===== config.mk =====
export PLATFORM = sky130hd
export DESIGN_NAME = sparkline_level_quantizer_unit
export DESIGN_NICKNAME = d
export VERILOG_FILES = /design/src/rtl/slq_pkg.sv /design/src/rtl/slq_ram.sv /design/src/rtl/sparkline_level_quantizer_unit.sv
export SDC_FILE = /design/constraint.sdc
export NUM_CORES = 2
export LEC_CHECK = 0
export BUFFER_PORTS_ARGS = -buffer_cell sky130_fd_sc_hd__buf_2
export CAP_MARGIN = 20
export CORE_AREA = 3 3 383 385
export DETAILED_ROUTE_END_ITERATION = 6
export DIE_AREA = 0 0 386 388
export GPL_TIMING_DRIVEN = 0
export PLACE_DENSITY_LB_ADDON = 0.15
export SYNTH_ARGS = -nofsm -noshare
export SYNTH_HDL_FRONTEND = slang
export SYNTH_SLANG_ARGS = --single-unit

===== constraint.sdc =====
create_clock -name clock -period 15.25 [get_ports clock]
set_clock_uncertainty 0.05 [all_clocks]
set_input_delay 1.525 -clock clock [delete_from_list [all_inputs] [get_ports clock]]
set_output_delay 1.525 -clock clock [all_outputs]
set_load 0.005 [all_outputs]

===== src/rtl/slq_pkg.sv =====
// package for the sparkline level quantizer
// types and fixed constants shared by the rtl; depends on nothing
`default_nettype none
package slq_pkg;

   localparam int SAMPLE_W = 32;
   localparam int STORED_W = 31;
   localparam int LEVEL_W  = 3;
   localparam int GLYPH_W  = 24;
   localparam int CSR_W    = 7;

   typedef logic [STORED_W-1:0] stored_type;
   typedef logic [LEVEL_W-1:0]  level_type;
   typedef logic [GLYPH_W-1:0]  glyph_type;
   typedef logic [CSR_W-1:0]    csr_type;

   localparam glyph_type GLYPH_BASE  = 24'hE29681;
   localparam glyph_type GLYPH_SPACE = 24'h000020;
   localparam level_type FLAT_LEVEL  = 3'd3;
   localparam csr_type   WIDTH_RESET = 7'd32;

endpackage
`default_nettype wire


===== src/rtl/slq_ram.sv =====
// generic single write port, single read port ram with registered read
// no dependencies
`default_nettype none
module slq_ram #(
   parameter int WIDTH = 31,
   parameter int DEPTH = 64
) (
   input  wire logic                                    clock,
   input  wire logic                                    wr_en,
   input  wire logic [((DEPTH > 1) ? $clog2(DEPTH) : 1)-1:0] wr_addr,
   input  wire logic [WIDTH-1:0]                        wr_data,
   input  wire logic                                    rd_en,
   input  wire logic [((DEPTH > 1) ? $clog2(DEPTH) : 1)-1:0] rd_addr,
   output logic      [WIDTH-1:0]                        rd_data
);

   logic [WIDTH-1:0] mem [DEPTH];

   always_ff @(posedge clock) begin
      if (wr_en) begin
         mem[wr_addr] <= wr_data;
      end
      if (rd_en) begin
         rd_data <= mem[rd_addr];
      end
   end

endmodule
`default_nettype wire


===== src/rtl/sparkline_level_quantizer_unit.sv =====
// top level of the sparkline level quantizer: sample ring, min/max scan,
// level divider and column output; uses slq_pkg and slq_ram
`default_nettype none
// Samples (signed Q16.16, negatives clamped to zero) are written to a ring
// memory of MAX_COLUMNS entries, one transfer per cycle while the block is idle.
// A sample with series_end set starts a render: the newest min(fill, width)
// samples are read back oldest first, once to find min and max (one ring
// read per cycle) and once more to emit columns. Each sample column passes
// through a ring read, difference times seven, three restoring division steps
// (skipped when all samples are equal) and an output load; pad columns need
// only the output load. Both output loads wait while the result side stalls.
// req_stall is high for the whole render. width is display_width saturated to
// MAX_COLUMNS; a width of zero renders nothing but still clears the fill count.
module sparkline_level_quantizer_unit #(
   parameter int MAX_COLUMNS = 64
) (
   input  wire logic        clock,
   input  wire logic        reset,
   // input channel
   input  wire logic        req_valid,
   output logic             req_stall,
   input  wire logic [31:0] req_sample_value,
   input  wire logic        req_series_end,
   // result channel
   output logic             rsp_valid,
   input  wire logic        rsp_stall,
   output logic [2:0]       rsp_bar_level,
   output logic             rsp_is_padding,
   output logic [23:0]      rsp_glyph_utf8,
   output logic             rsp_last_column,
   // configuration
   input  wire logic        csr_wr_en,
   input  wire logic [6:0]  csr_wr_data
);

   localparam int AW = (MAX_COLUMNS > 1) ? $clog2(MAX_COLUMNS) : 1;
   localparam int CW = $clog2(MAX_COLUMNS + 1);
   localparam int FW = CW + 1;
   localparam int RW = slq_pkg::STORED_W + 3;

   localparam logic [2:0] S_IDLE   = 3'd0;
   localparam logic [2:0] S_SCAN   = 3'd1;
   localparam logic [2:0] S_COL_RD = 3'd2;
   localparam logic [2:0] S_SUB    = 3'd3;
   localparam logic [2:0] S_DIV    = 3'd4;
   localparam logic [2:0] S_EMIT   = 3'd5;
   localparam logic [2:0] S_PAD    = 3'd6;

   // control state
   logic [2:0]            state_ff, state_in;
   logic [AW-1:0]         wp_ff, wp_in;
   logic [CW-1:0]         fill_ff, fill_in;
   slq_pkg::csr_type      dwidth_ff, dwidth_in;
   logic [CW-1:0]         count_ff, count_in;
   logic [CW-1:0]         width_ff, width_in;
   logic [AW-1:0]         first_ff, first_in;
   logic [AW-1:0]         addr_ff, addr_in;
   logic [CW-1:0]         iss_ff, iss_in;
   logic                  rdv_ff, rdv_in;
   logic                  seen_ff, seen_in;
   logic [CW-1:0]         col_ff, col_in;
   logic [1:0]            step_ff, step_in;
   logic                  rsp_valid_ff, rsp_valid_in;

   // datapath registers
   slq_pkg::stored_type   min_ff, min_in;
   slq_pkg::stored_type   max_ff, max_in;
   slq_pkg::stored_type   range_ff, range_in;
   logic                  flat_ff, flat_in;
   logic [RW-1:0]         rem_ff, rem_in;
   slq_pkg::level_type    q_ff, q_in;
   slq_pkg::level_type    lvl_ff, lvl_in;
   logic                  pad_ff, pad_in;
   slq_pkg::glyph_type    glyph_ff, glyph_in;
   logic                  last_ff, last_in;

   // ring memory port signals
   logic                  ram_wr_en;
   slq_pkg::stored_type   ram_wr_data;
   logic                  ram_rd_en;
   slq_pkg::stored_type   ram_rd_data;

   // helpers
   logic                  in_xfer;
   logic                  out_free;
   logic [AW-1:0]         wp_next;
   logic [AW-1:0]         addr_next;
   logic [CW-1:0]         fill_next;
   logic [CW-1:0]         width_sat;
   logic [CW-1:0]         count_now;
   logic [FW-1:0]         first_sum;
   slq_pkg::stored_type   diff;
   logic [RW-1:0]         trial_div;
   logic [RW-1:0]         trial_rem;
   logic                  col_is_last;
   slq_pkg::level_type    emit_level;

   slq_ram #(
      .WIDTH (slq_pkg::STORED_W),
      .DEPTH (MAX_COLUMNS)
   ) u_ring (
      .clock   (clock),
      .wr_en   (ram_wr_en),
      .wr_addr (wp_ff),
      .wr_data (ram_wr_data),
      .rd_en   (ram_rd_en),
      .rd_addr (addr_ff),
      .rd_data (ram_rd_data)
   );

   assign req_stall = (state_ff != S_IDLE);
   assign in_xfer   = req_valid && !req_stall;
   assign out_free  = !rsp_valid_ff || !rsp_stall;

   // negative samples clamp to zero, sign bit dropped
   assign ram_wr_en   = in_xfer;
   assign ram_wr_data = req_sample_value[31] ? '0 : req_sample_value[30:0];

   // ring pointer and scan address wrap at the ring depth
   assign wp_next   = (wp_ff == AW'(MAX_COLUMNS - 1)) ? '0 : wp_ff + 1'b1;
   assign addr_next = (addr_ff == AW'(MAX_COLUMNS - 1)) ? '0 : addr_ff + 1'b1;

   assign fill_next = (fill_ff < CW'(MAX_COLUMNS)) ? fill_ff + 1'b1 : fill_ff;
   assign width_sat = ({25'd0, dwidth_ff} > 32'(MAX_COLUMNS)) ?
                      CW'(MAX_COLUMNS) : CW'(dwidth_ff);
   assign count_now = (fill_next < width_sat) ? fill_next : width_sat;

   // oldest kept slot: pointer after this write minus count, modulo depth
   always_comb begin
      first_sum = FW'(wp_next) + FW'(MAX_COLUMNS) - FW'(count_now);
      if (first_sum >= FW'(MAX_COLUMNS)) begin
         first_sum = first_sum - FW'(MAX_COLUMNS);
      end
   end

   assign diff = ram_rd_data - min_ff;

   // restoring division step: quotient bit worth 4, 2, then 1 times range
   always_comb begin
      case (step_ff)
         2'd0:    trial_div = {1'b0, range_ff, 2'b00};
         2'd1:    trial_div = {2'b00, range_ff, 1'b0};
         default: trial_div = {3'b000, range_ff};
      endcase
      trial_rem = rem_ff - trial_div;
   end

   assign col_is_last = ((col_ff + 1'b1) == width_ff);
   assign emit_level  = flat_ff ? slq_pkg::FLAT_LEVEL : q_ff;

   // read enable: issue during the scan and once per sample column
   assign ram_rd_en = ((state_ff == S_SCAN) && (iss_ff < count_ff)) ||
                      (state_ff == S_COL_RD);

   always_comb begin
      state_in     = state_ff;
      wp_in        = wp_ff;
      fill_in      = fill_ff;
      dwidth_in    = dwidth_ff;
      count_in     = count_ff;
      width_in     = width_ff;
      first_in     = first_ff;
      addr_in      = addr_ff;
      iss_in       = iss_ff;
      rdv_in       = 1'b0;
      seen_in      = seen_ff;
      col_in       = col_ff;
      step_in      = step_ff;
      min_in       = min_ff;
      max_in       = max_ff;
      range_in     = range_ff;
      flat_in      = flat_ff;
      rem_in       = rem_ff;
      q_in         = q_ff;
      lvl_in       = lvl_ff;
      pad_in       = pad_ff;
      glyph_in     = glyph_ff;
      last_in      = last_ff;
      rsp_valid_in = rsp_valid_ff && rsp_stall;

      if (csr_wr_en) begin
         dwidth_in = csr_wr_data;
      end

      case (state_ff)
         S_IDLE: begin
            if (in_xfer) begin
               wp_in   = wp_next;
               fill_in = fill_next;
               if (req_series_end) begin
                  fill_in  = '0;
                  count_in = count_now;
                  width_in = width_sat;
                  first_in = AW'(first_sum);
                  addr_in  = AW'(first_sum);
                  iss_in   = '0;
                  seen_in  = 1'b0;
                  col_in   = '0;
                  if (width_sat != '0) begin
                     state_in = S_SCAN;
                  end
               end
            end
         end
         S_SCAN: begin
            if (iss_ff < count_ff) begin
               iss_in  = iss_ff + 1'b1;
               addr_in = addr_next;
               rdv_in  = 1'b1;
            end
            if (rdv_ff) begin
               seen_in = 1'b1;
               if (!seen_ff || (ram_rd_data < min_ff)) begin
                  min_in = ram_rd_data;
               end
               if (!seen_ff || (ram_rd_data > max_ff)) begin
                  max_in = ram_rd_data;
               end
               if (iss_ff == count_ff) begin
                  addr_in  = first_ff;
                  state_in = S_COL_RD;
               end
            end
         end
         S_COL_RD: begin
            range_in = max_ff - min_ff;
            flat_in  = (max_ff == min_ff);
            addr_in  = addr_next;
            state_in = S_SUB;
         end
         S_SUB: begin
            // seven times the offset from the minimum
            rem_in  = {diff, 3'b000} - RW'(diff);
            q_in    = '0;
            step_in = '0;
            state_in = flat_ff ? S_EMIT : S_DIV;
         end
         S_DIV: begin
            if (!trial_rem[RW-1] && (rem_ff >= trial_div)) begin
               rem_in = trial_rem;
               q_in   = {q_ff[1:0], 1'b1};
            end else begin
               q_in   = {q_ff[1:0], 1'b0};
            end
            step_in = step_ff + 1'b1;
            if (step_ff == 2'd2) begin
               state_in = S_EMIT;
            end
         end
         S_EMIT: begin
            if (out_free) begin
               rsp_valid_in = 1'b1;
               lvl_in       = emit_level;
               pad_in       = 1'b0;
               glyph_in     = slq_pkg::GLYPH_BASE + slq_pkg::glyph_type'(emit_level);
               last_in      = col_is_last;
               col_in       = col_ff + 1'b1;
               if (col_is_last) begin
                  state_in = S_IDLE;
               end else if ((col_ff + 1'b1) == count_ff) begin
                  state_in = S_PAD;
               end else begin
                  state_in = S_COL_RD;
               end
            end
         end
         S_PAD: begin
            if (out_free) begin
               rsp_valid_in = 1'b1;
               lvl_in       = '0;
               pad_in       = 1'b1;
               glyph_in     = slq_pkg::GLYPH_SPACE;
               last_in      = col_is_last;
               col_in       = col_ff + 1'b1;
               if (col_is_last) begin
                  state_in = S_IDLE;
               end
            end
         end
         default: begin
            state_in = S_IDLE;
         end
      endcase
   end

   // control registers
   always_ff @(posedge clock) begin
      if (reset) begin
         state_ff     <= S_IDLE;
         wp_ff        <= '0;
         fill_ff      <= '0;
         dwidth_ff    <= slq_pkg::WIDTH_RESET;
         count_ff     <= '0;
         width_ff     <= '0;
         first_ff     <= '0;
         addr_ff      <= '0;
         iss_ff       <= '0;
         rdv_ff       <= 1'b0;
         seen_ff      <= 1'b0;
         col_ff       <= '0;
         step_ff      <= '0;
         rsp_valid_ff <= 1'b0;
      end else begin
         state_ff     <= state_in;
         wp_ff        <= wp_in;
         fill_ff      <= fill_in;
         dwidth_ff    <= dwidth_in;
         count_ff     <= count_in;
         width_ff     <= width_in;
         first_ff     <= first_in;
         addr_ff      <= addr_in;
         iss_ff       <= iss_in;
         rdv_ff       <= rdv_in;
         seen_ff      <= seen_in;
         col_ff       <= col_in;
         step_ff      <= step_in;
         rsp_valid_ff <= rsp_valid_in;
      end
   end

   // payload registers, no reset needed
   always_ff @(posedge clock) begin
      min_ff   <= min_in;
      max_ff   <= max_in;
      range_ff <= range_in;
      flat_ff  <= flat_in;
      rem_ff   <= rem_in;
      q_ff     <= q_in;
      lvl_ff   <= lvl_in;
      pad_ff   <= pad_in;
      glyph_ff <= glyph_in;
      last_ff  <= last_in;
   end

   assign rsp_valid       = rsp_valid_ff;
   assign rsp_bar_level   = lvl_ff;
   assign rsp_is_padding  = pad_ff;
   assign rsp_glyph_utf8  = glyph_ff;
   assign rsp_last_column = last_ff;

endmodule
`default_nettype wire

==> results.md <==
- Final Hold Viols: 0
- P_leak: 34.05 nW
- Htree depth: 4
- RSZ-0062 raised after global routing: false
- Final WS setup: 9.216 ns
- Root buf cell: clkbuf_16
- Initial DRC count: 7,673
- Initial antenna violation count: 35
- Post-DP HPWL: 166,400 um
- Design area: 106,500 um^2
- Total CTS buffers: 211
- Worst-path clk slew: 0.06 ns
- Port bufs: 62
- Critical Path Start Type: flip-flop
- Required @ worst endpoint: 15.76 ns
- Pre-CTS setup slack: 9.304 ns
- Max Slew Vio Count: 0
- Global-route wire length before repair: 376,800 um
- Cells after Synth: 4,793
- Seq/Total Area, Yosys: 0.7115
- Max VDD drop: 0.0001658 V
- Vias in the first global route: 51,980
- Fmax: 165.7 MHz
- Num ports: 76
- Post-place instance area: 98,930 um^2
- Status: finished with violations
- Clock Path Buffers: 3
- Dominant synthesized flop cell: edfxtp_1
- # setup viols final: 0
- Sink Count: 2,225
- Library cells used by synthesis: 94
- Async S/R FF share, synth: 0
- Warnings from Yosys: 0
- Nets: 5,445
- Power Density: 178.2 nW/um^2
- Final setup TNS: 0 ns
- Critical Path End Type: flip-flop
- DR pass1 iterations: 7
- Post-CTS sizing: 0
- Initial Utilization: 0.6478
- Synthesized area: 92,950 um^2
- Smallest hold slack: 0.4172 ns
- Worst setup startpoint: u_ring.rd_data[2]
- CP Class: flip-flop to flip-flop
- Clk_lat worst skew: 0.87 ns
- Post-CTS setup buffers: 0
- WL final: 266,300 um
- CP Max Fanout: 5
- Relative slew slack: 0.1756
- Final Cycle Share: 0.3957
- Via count: 52,210
- TritonCTS clock tree: yes
- Share of cells above drive strength 1: 0.2478
- Total Routing Usage GR: 0.3601
- Post-synth EDFFs: 2,157
- End-of-flow core utilization: 0.7423
- Final global-route overflow total: 0
- Die Area: 149,800 um^2
- Total core area: 143,500 um^2
- Row cnt: 139
- DRC violations left: 3
- Synth Register Bits: 2,225
- Worst-margin pin slew: 1.237 ns
- Max Cap Violations: 0
- Reg2reg start: u_ring.rd_data[2]
- Syn-to-layout area delta: 14.58%
- Worst Hold Class: flip-flop to flip-flop
- Worst EP arrival: 6.55 ns
- Die width: 386 um
- Min cycle time layout: 6.034 ns
- Syn Area/Cell: 19.39 um^2
- Die Span Y: 388 um
- Drt via density: 7.136
- Pin count of the biggest net entering global routing: 53
- Failing checks: design-rule violations
- Hold-fix buffers at CTS: 0
- Final ANT Viol Nets: 0
- RD Place Congestion: 0.9025
- WL/cell: 36.40 um
- Min-delay src: count_ff[6]
==> kinds of logic after synthesis <==
group / Yosys count / synth area share
simple gates: 622 / 0.03295
other cells: 1 / 0.00004034
flops: 2225 / 0.7115
xor+xnor: 147 / 0.01450
fa+ha+maj: 185 / 0.02516
compound gates: 568 / 0.04025
buf+inv: 376 / 0.01592
mux: 669 / 0.1597
==> synth_stat cells (all sizes together) (13+ instances only) <==
cell	instances	share of area
o21ai	108	0.0059
a31oi	20	0.0015
o21bai	16	0.0013
xor2	59	0.0056
clkbuf	154	0.0062
edfxtp	2157	0.70
a22o	30	0.0028
a21o	77	0.0063
o21a	29	0.0024
nand2b	23	0.0015
xnor2	88	0.0089
nor2b	64	0.0044
inv	150	0.0061
nor2	197	0.0080
buf	72	0.0036
nor3	34	0.0018
a21oi	179	0.0098
nand2	127	0.0051
ha	178	0.024
nand3	55	0.0030
and2	17	0.0012
mux4	651	0.16
mux2i	17	0.0018
a211oi	20	0.0017
dfxtp	68	0.015
nand3b	13	0.0010
and3	19	0.0013
nand4	18	0.0012
==> state kept, by name (all words and copies together), names as in the netlist, 31 cells and up <==
signal          count
max_ff             31
u_ring.rd_data     31
range_ff           31
rem_ff             34
u_ring.mem       1984
min_ff             31
==> worst paths after layout <==
| kind | cells past startpoint | slack, ns | endpoint |
|---|---|---|---|
| worst max-delay path | 23 | 9.22 | rem_ff[28] |
| worst max register to register | 23 | 9.22 | rem_ff[28] |
| worst min register to register | 2 | 0.42 | count_ff[6] |
| worst min-delay path | 2 | 0.42 | count_ff[6] |
==> per-stage QoR <==
step                cells  power, mW
floorplan            4802      11.47
global route         7301      19.61
global placement     6767      13.14
CTS                  7271      18.83
detailed placement   6880      13.37
finish               7316      18.98
==> cell usage in the layout (no fill, tap or decap), drive strengths merged, types with 68 or more instances in the layout <==
cell type,count
a21o,77
a21oi,179
buf,274
clkbuf,402
clkinv,87
dfxtp,68
edfxtp,2157
ha,178
inv,158
mux4,651
nand2,127
nor2,197
o21ai,108
xnor2,88
==> area by class of cell <==
class / count / area, um^2
sequential: 2225 / 66130
tap: 1903 / 2381
timing repair buffer: 203 / 3221
antenna: 17 / 42.54
multi-input combinational: 2201 / 26120
buffer: 226 / 923.4
fill: 7590 / 36980
clock buffer: 247 / 5458
inverter: 150 / 563.0
clock inverter: 144 / 1660
==> routing by layer <==
layer,vias up,GRT usage,share of wire
met5,-,0,0.00042
met4,16,0.1897,0.060
met3,839,0.09620,0.11
met2,3986,0.5702,0.49
met1,26800,0.4627,0.34
li1,20560,-,-
==> worst max-delay path: stages, from the launching register on <==
cell	delay [ns]
edfxtp_1	0.49
ha_1	0.42
o211ai_1	0.20
a21oi_1	0.12
o21a_1	0.23
o21ai_0	0.14
nand2b_1	0.11
a21o_1	0.19
a21o_1	0.21
a221o_1	0.36
xor2_1	0.27
inv_1	0.08
ha_1	0.34
a21oi_1	0.24
nand4b_1	0.11
nand3b_1	0.16
o21ba_1	0.23
a221o_1	0.35
maj3_2	0.33
and2_4	0.17
o311a_4	0.39
a221oi_2	0.28
xor2_1	0.20
o21ai_1	0.08
==> where the power goes <==
group	switching, mW	internal [mW]
clock	2.38	3.08
combinational	3.67	2.63
sequential	0.138	7.08
Note: power is estimated with default switching activity, not from simulation.
